$ cat config.mk
export PLATFORM = sky130hd
export DESIGN_NAME = state_variable_filter_mix
export DESIGN_NICKNAME = d
export VERILOG_FILES = /design/src/rtl/core/svf_pkg.sv /design/src/rtl/core/svf_ctrl.sv /design/src/rtl/core/svf_dp.sv /design/src/rtl/core/state_variable_filter_mix.sv
export SDC_FILE = /design/constraint.sdc
export NUM_CORES = 2
export LEC_CHECK = 0
export CORE_ASPECT_RATIO = 0.9
export CORE_UTILIZATION = 45
export CTS_BUF_LIST = sky130_fd_sc_hd__clkbuf_16
export CTS_CLUSTER_DIAMETER = 40
export DETAILED_ROUTE_END_ITERATION = 16
export DONT_BUFFER_PORTS = 1
export GPL_ROUTABILITY_DRIVEN = 0
export SLEW_MARGIN = 20
export SYNTH_ARGS = -nofsm -noshare
export SYNTH_HDL_FRONTEND = slang
export SYNTH_SLANG_ARGS = --single-unit
$ cat constraint.sdc
create_clock -name i_clk -period 24.8 [get_ports i_clk]
set_clock_uncertainty 0.15 [all_clocks]
set_input_delay 3.72 -clock i_clk [delete_from_list [all_inputs] [get_ports i_clk]]
set_output_delay 3.72 -clock i_clk [all_outputs]
set_load 0.01 [all_outputs]
$ cat src/rtl/core/svf_pkg.sv
package svf_pkg;

    localparam int unsigned DATA_W        = 32;
    localparam int unsigned SAMPLE_BITS_D = 32;
    localparam int unsigned NUM_REGS      = 7;
    localparam int unsigned CFG_ADDR_W    = 3;

    // register map
    localparam logic [CFG_ADDR_W-1:0] REG_CUTOFF = 3'd0;
    localparam logic [CFG_ADDR_W-1:0] REG_DAMP   = 3'd1;
    localparam logic [CFG_ADDR_W-1:0] REG_SCALE  = 3'd2;
    localparam logic [CFG_ADDR_W-1:0] REG_LOW_G  = 3'd3;
    localparam logic [CFG_ADDR_W-1:0] REG_HIGH_G = 3'd4;
    localparam logic [CFG_ADDR_W-1:0] REG_BAND_G = 3'd5;
    localparam logic [CFG_ADDR_W-1:0] REG_NOTCH_G = 3'd6;

    typedef enum logic [3:0] {
        ST_IDLE, ST_S0, ST_S1, ST_S2, ST_S3, ST_S4, ST_S5, ST_S6, ST_S7, ST_S8
    } t_state;

    typedef enum logic [3:0] {
        DP_HOLD, DP_LOAD, DP_S0, DP_S1, DP_S2, DP_S3, DP_S4, DP_S5, DP_S6, DP_S7, DP_S8
    } t_dp_op;

    typedef struct packed {
        t_dp_op op;
    } t_dp_cmd;

endpackage

$ cat src/rtl/core/svf_ctrl.sv
module svf_ctrl
    import svf_pkg::*;
(
    input  logic    i_clk,
    input  logic    i_rst_n,
    input  logic    i_in_valid,
    output logic    o_in_ready,
    output logic    o_out_valid,
    input  logic    i_out_ready,
    output t_dp_cmd o_cmd
);

    t_state r_state, n_state;
    logic   r_out_valid, n_out_valid;

    always_ff @(posedge i_clk) begin
        if (!i_rst_n) begin
            r_state     <= ST_IDLE;
            r_out_valid <= 1'b0;
        end else begin
            r_state     <= n_state;
            r_out_valid <= n_out_valid;
        end
    end

    always_comb begin
        n_state     = r_state;
        n_out_valid = r_out_valid && !i_out_ready;
        o_cmd.op    = DP_HOLD;
        unique case (r_state)
            ST_IDLE: begin
                if (i_in_valid) begin
                    o_cmd.op = DP_LOAD;
                    n_state  = ST_S0;
                end
            end
            ST_S0: begin o_cmd.op = DP_S0; n_state = ST_S1; end
            ST_S1: begin o_cmd.op = DP_S1; n_state = ST_S2; end
            ST_S2: begin o_cmd.op = DP_S2; n_state = ST_S3; end
            ST_S3: begin o_cmd.op = DP_S3; n_state = ST_S4; end
            ST_S4: begin o_cmd.op = DP_S4; n_state = ST_S5; end
            ST_S5: begin o_cmd.op = DP_S5; n_state = ST_S6; end
            ST_S6: begin o_cmd.op = DP_S6; n_state = ST_S7; end
            ST_S7: begin o_cmd.op = DP_S7; n_state = ST_S8; end
            ST_S8: begin
                // final add lands in the output register once it is free
                if (!r_out_valid || i_out_ready) begin
                    o_cmd.op    = DP_S8;
                    n_out_valid = 1'b1;
                    n_state     = ST_IDLE;
                end
            end
            default: n_state = ST_IDLE;
        endcase
    end

    assign o_in_ready  = (r_state == ST_IDLE);
    assign o_out_valid = r_out_valid;

endmodule

$ cat src/rtl/core/svf_dp.sv
module svf_dp
    import svf_pkg::*;
#(
    parameter int unsigned SAMPLE_BITS = SAMPLE_BITS_D
) (
    input  logic                  i_clk,
    input  t_dp_cmd               i_cmd,
    input  logic [DATA_W-1:0]     i_sample,
    input  logic                  i_cfg_we,
    input  logic [CFG_ADDR_W-1:0] i_cfg_addr,
    input  logic [DATA_W-1:0]     i_cfg_wdata,
    input  logic                  i_rst_n,
    output logic [DATA_W-1:0]     o_sample
);

    localparam int unsigned W = SAMPLE_BITS;

    typedef logic signed [W-1:0] t_q;

    function automatic t_q f_sat(input logic signed [W+1:0] v);
        logic signed [W+1:0] hi;
        logic signed [W+1:0] lo;
        hi = (W+2)'({1'b0, {(W-1){1'b1}}});
        lo = -hi - (W+2)'(1);
        if (v > hi)      f_sat = t_q'(hi);
        else if (v < lo) f_sat = t_q'(lo);
        else             f_sat = t_q'(v);
    endfunction

    function automatic t_q f_add(input t_q a, input t_q b);
        f_add = f_sat((W+2)'(a) + (W+2)'(b));
    endfunction

    function automatic t_q f_sub(input t_q a, input t_q b);
        f_sub = f_sat((W+2)'(a) - (W+2)'(b));
    endfunction

    t_q                     r_cfg [NUM_REGS];
    t_q                     r_x, r_low, r_band, r_high, r_notch, r_xs, r_acc;
    t_q                     r_sample_out;
    logic signed [2*W-1:0]  r_prod;
    t_q                     mul_a, mul_b, q_prod;
    logic signed [W:0]      prod_sh;

    // floor shift by W-1 is the upper W+1 bits of the product
    assign prod_sh = r_prod[2*W-1:W-1];
    assign q_prod  = f_sat((W+2)'(prod_sh));

    always_ff @(posedge i_clk) begin
        if (!i_rst_n) begin
            for (int i = 0; i < NUM_REGS; i++) r_cfg[i] <= '0;
        end else if (i_cfg_we && (i_cfg_addr < CFG_ADDR_W'(NUM_REGS))) begin
            r_cfg[i_cfg_addr] <= t_q'(i_cfg_wdata[W-1:0]);
        end
    end

    always_comb begin
        mul_a = r_cfg[REG_CUTOFF];
        mul_b = r_band;
        unique case (i_cmd.op)
            DP_S1:   begin mul_a = r_x;      mul_b = r_cfg[REG_SCALE];   end
            DP_S2:   begin mul_a = r_cfg[REG_DAMP]; mul_b = r_band;      end
            DP_S3:   begin mul_a = r_low;    mul_b = r_cfg[REG_LOW_G];   end
            DP_S4:   begin mul_a = r_cfg[REG_CUTOFF]; mul_b = r_high;    end
            DP_S5:   begin mul_a = r_high;   mul_b = r_cfg[REG_HIGH_G];  end
            DP_S6:   begin mul_a = r_band;   mul_b = r_cfg[REG_BAND_G];  end
            DP_S7:   begin mul_a = r_notch;  mul_b = r_cfg[REG_NOTCH_G]; end
            default: begin mul_a = r_cfg[REG_CUTOFF]; mul_b = r_band;    end
        endcase
    end

    always_ff @(posedge i_clk) begin
        if (!i_rst_n) begin
            r_low  <= '0;
            r_band <= '0;
        end else begin
            unique case (i_cmd.op)
                DP_LOAD: r_x <= t_q'(i_sample[W-1:0]);
                DP_S0:   r_prod <= mul_a * mul_b;
                DP_S1: begin
                    r_low  <= f_add(r_low, q_prod);
                    r_prod <= mul_a * mul_b;
                end
                DP_S2: begin
                    r_xs   <= q_prod;
                    r_prod <= mul_a * mul_b;
                end
                DP_S3: begin
                    r_high <= f_sub(f_sub(r_xs, q_prod), r_low);
                    r_prod <= mul_a * mul_b;
                end
                DP_S4: begin
                    r_acc   <= q_prod;
                    r_notch <= f_add(r_low, r_high);
                    r_prod  <= mul_a * mul_b;
                end
                DP_S5: begin
                    r_band <= f_add(r_band, q_prod);
                    r_prod <= mul_a * mul_b;
                end
                DP_S6, DP_S7: begin
                    r_acc  <= f_add(r_acc, q_prod);
                    r_prod <= mul_a * mul_b;
                end
                DP_S8:   r_sample_out <= f_add(r_acc, q_prod);
                default: ;
            endcase
        end
    end

    assign o_sample = DATA_W'(r_sample_out);

endmodule

$ cat src/rtl/core/state_variable_filter_mix.sv
// Each accepted input is loaded, then steps S0 to S8 run; S8 waits for a free output register.
// One sample is in flight at a time; one shared multiplier runs eight products in sequence,
// plus a load step and a final mix add.
// Next input is taken while a finished sample still waits on the output side.
// Reset (synchronous, active low) clears both integrators, config registers and output valid.
module state_variable_filter_mix
    import svf_pkg::*;
#(
    parameter int unsigned SAMPLE_BITS = SAMPLE_BITS_D
) (
    input  logic                  i_clk,
    input  logic                  i_rst_n,
    input  logic                  s_axis_tvalid,
    output logic                  s_axis_tready,
    input  logic [DATA_W-1:0]     s_axis_tdata,   // [31:0] sample_in
    output logic                  m_axis_tvalid,
    input  logic                  m_axis_tready,
    output logic [DATA_W-1:0]     m_axis_tdata,   // [31:0] sample_out
    input  logic                  i_cfg_we,
    input  logic [CFG_ADDR_W-1:0] i_cfg_addr,
    input  logic [DATA_W-1:0]     i_cfg_wdata
);

    t_dp_cmd cmd;

    svf_ctrl u_ctrl (
        .i_clk       (i_clk),
        .i_rst_n     (i_rst_n),
        .i_in_valid  (s_axis_tvalid),
        .o_in_ready  (s_axis_tready),
        .o_out_valid (m_axis_tvalid),
        .i_out_ready (m_axis_tready),
        .o_cmd       (cmd)
    );

    svf_dp #(
        .SAMPLE_BITS (SAMPLE_BITS)
    ) u_dp (
        .i_clk       (i_clk),
        .i_cmd       (cmd),
        .i_sample    (s_axis_tdata),
        .i_cfg_we    (i_cfg_we),
        .i_cfg_addr  (i_cfg_addr),
        .i_cfg_wdata (i_cfg_wdata),
        .i_rst_n     (i_rst_n),
        .o_sample    (m_axis_tdata)
    );

endmodule

==> impl_metrics.toml <==
[sta]
setup_viol = 0
rsz0062_at_grt = "false"
drv_slew = 0
final_hold_viol_count = 0
final.setup.tns_ns = 0
slew_headroom = 0.151
worst_pin_slew_ns = 1.27
fin_crit_ns = 12.22
fin_crit_sh = 0.493
fmax_ghz = 0.0818
holdWs_ns = 0.313

[synthesis]
synth_edf_count = 417
synthAdderAreaFrac = 0.400
ys_warn_count = 0
seq_area_frac_synth = 0.217
ys_types = 98
synth_cells = 7111
ys_seq_elements = 518
synth.avg_cell_area_um2 = 9.42
synthSimpleGateAreaFrac = 0.125
async_flop_share = 0
synth_top_family_by_area = "adder cells"
ys.flop_type = "edfxtp_1"
yosys.area_share.xor_xnor = 0.0272
yosys-mux-area-fraction = 0.0174
synth_nets = 8644
synth_area_um2 = 67000
synth-compound-area-share = 0.128

[power]
power_density_nw_per_um2 = 140
p_seq_frac = 0.132
swShare = 0.526
combPwrFrac = 0.745
ir_drop_uv = 151
p_sw_mw = 5.33
pwr-share-clk = 0.123
intPower_mw = 4.81
p_leak_nw = 32.5
fin_total_pwr_mw = 10.1

[die]
die-area_um2 = 150000
die_y_um = 368
core-area_um2 = 147000
initial_utilization = 0.456
die_w_um = 409
ios = 106
row_count = 133

[cts]
post_cts_resized = 0
cts-buffers-inserted = 85
clock_latency_ns = 0.69
clk_path_buf_depth = 3
ctsHoldBuffers = 0
root_buffer = "clkbuf_16"
postCtsSetupBuffers = 0
cts_tree = "yes"
cts_htree_levels = 3
cts_sinks = 518
path_clk_slew_ns = 0.06

[drt]
ant_nets = 0
drtPass1Iterations = 6
drtIter0Drc = 5729
wl_per_cell_um = 26.0
drc = 0
wirelength_um = 235000
via_count = 53253
viasPerCell = 5.90

[worst_setup_path]
critical-path-top-delay-family = "adder cells"
crit_type = "input port to flip-flop"
cpMostUsedCell = "fa_1"
start_kind = "input port"
cpMaxStageDelayCell = "fa_1"
end_kind = "flip-flop"
cp.arrival_ns = 12.51
timing.critical_path.slowest_cell_delay_ns = 0.95
critical_path.max_fanout = 30
regToRegSetupSlack_ns = 13.00
worstPathBufferInverterCount = 8
crit_required_ns = 25.09

[finish]
finalNonFillerCells = 9033
n_fill_cell = 13636
nets = 8524
final_cell_area_um2 = 72600
layout_commonest_cell = "inv_1"
drive_gt1_frac = 0.0665
most-common-layout-cells = "inv_1, fa_1, nand2_1"
area_growth_pct = 8.36

[place]
hpwl_um = 173000
io_buffers = 0
place_area_um2 = 69600
dp_cells = 8860

[global_routing]
grt_pass1_vias = 53048
antenna_found_initial = 14
grt_overflow = 0
grt_max_degree = 117
grt.total_usage = 0.313
grt_first_pass_wirelength_um = 347000

[outcome]
status = "finished clean"

[run]
maxCapViolCount = 0

[worst_hold_path]
worstHoldPathType = "flip-flop to flip-flop"
## path summary, 6_finish.rpt
kind	start	cells past startpoint	end
worst min register to register	u_dp.r_cfg[6][12]	2	u_dp.r_cfg[6][12]
worst max-delay path	m_axis_tready	33	u_dp.r_prod[62]
worst min-delay path	u_dp.r_cfg[6][12]	2	u_dp.r_cfg[6][12]
worst max register to register	u_ctrl.r_state[3]	35	u_dp.r_prod[62]
## through the flow
step                      setup WS, ns   util
after CTS                        12.64  0.494
after global placement           12.01  0.473
after floorplan                  12.84      -
final                            12.58  0.494
after global routing             12.00  0.494
after detailed placement         11.95  0.473
## cells in the mapped netlist, types with 24 or more instances
master    number  area, um^2
a211oi_1      24         180
a21boi_0      34         255
a21o_1       161        1210
a21oi_1      359        1800
a22oi_1      173        1300
a31oi_1       28         175
and2_1        65         407
and3_1        27         169
buf_2         33         165
clkbuf_1     286        1070
dfxtp_1      101        2020
edfxtp_1     417       12500
fa_1        1087       21800
ha_1         374        4680
inv_1       1175        4410
maj3_1        30         300
mux2_2        61         687
mux2i_1       48         480
nand2_1      748        2810
nand2b_1      72         450
nand3_1       91         455
nand4_1       38         238
nor2_1       743        2790
nor2b_1       57         357
nor3_1        24         120
o21a_1        39         293
o21ai_0      272        1360
o21ai_1       37         185
xnor2_1      142        1240
xor2_1        64         561
## tightest hold or removal path: cells and delay by family, from the launching register on
| family | cells | cell delay, ns |
|---|---|---|
| flops | 1 | 0.31 |
| compound gates | 1 | 0.06 |
| simple gates | 1 | 0.04 |
## state kept, by name (all words and copies together) (netlist names)
register,flops
u_ctrl.o_out_valid,1
u_ctrl.r_state,4
u_dp.o_sample,32
u_dp.r_acc,32
u_dp.r_band,32
u_dp.r_cfg,224
u_dp.r_high,32
u_dp.r_low,32
u_dp.r_notch,32
u_dp.r_prod,33
u_dp.r_x,32
u_dp.r_xs,32
## power by group through the flow
stage                     Clock (mW)  Combinational, mW  Sequential (mW)
final                           1.25               7.56             1.34
after CTS                       1.25               7.43             1.34
after global routing            1.29               8.33             1.34
after floorplan                    0               5.31             1.32
after global placement             0               7.27             1.36
after detailed placement           0               7.38             1.36
## cell type report
cell class / instances / area (um^2) / share of cell area
multi-input combinational: 5079 / 47200 / 0.650
sequential: 518 / 14500 / 0.200
inverter: 1176 / 4410 / 0.0608
tap: 1957 / 2450 / 0.0337
clock buffer: 87 / 2180 / 0.0300
timing repair buffer: 131 / 996 / 0.0137
clock inverter: 73 / 812 / 0.0112
antenna: 12 / 30.0 / 0.000414
## logic make-up (layout without fill, tap and decap cells)
group | after synthesis | after routing
simple gates | 1941 | 1941
buf+inv | 1514 | 1467
fa+ha+maj | 1498 | 1498
compound gates | 1324 | 1324
flops | 518 | 518
xor+xnor | 207 | 207
mux | 109 | 109
other cells | 0 | 12
## layer usage
| metal | up-vias | track usage | part of all wire |
|---|---|---|---|
| li1 | 22859 | - | - |
| met1 | 26961 | 0.420 | 0.40 |
| met2 | 2846 | 0.460 | 0.43 |
| met3 | 573 | 0.0997 | 0.12 |
| met4 | 14 | 0.144 | 0.054 |
| met5 | - | 0.0112 | 0.00072 |
Power figures use the tool's default switching activity.
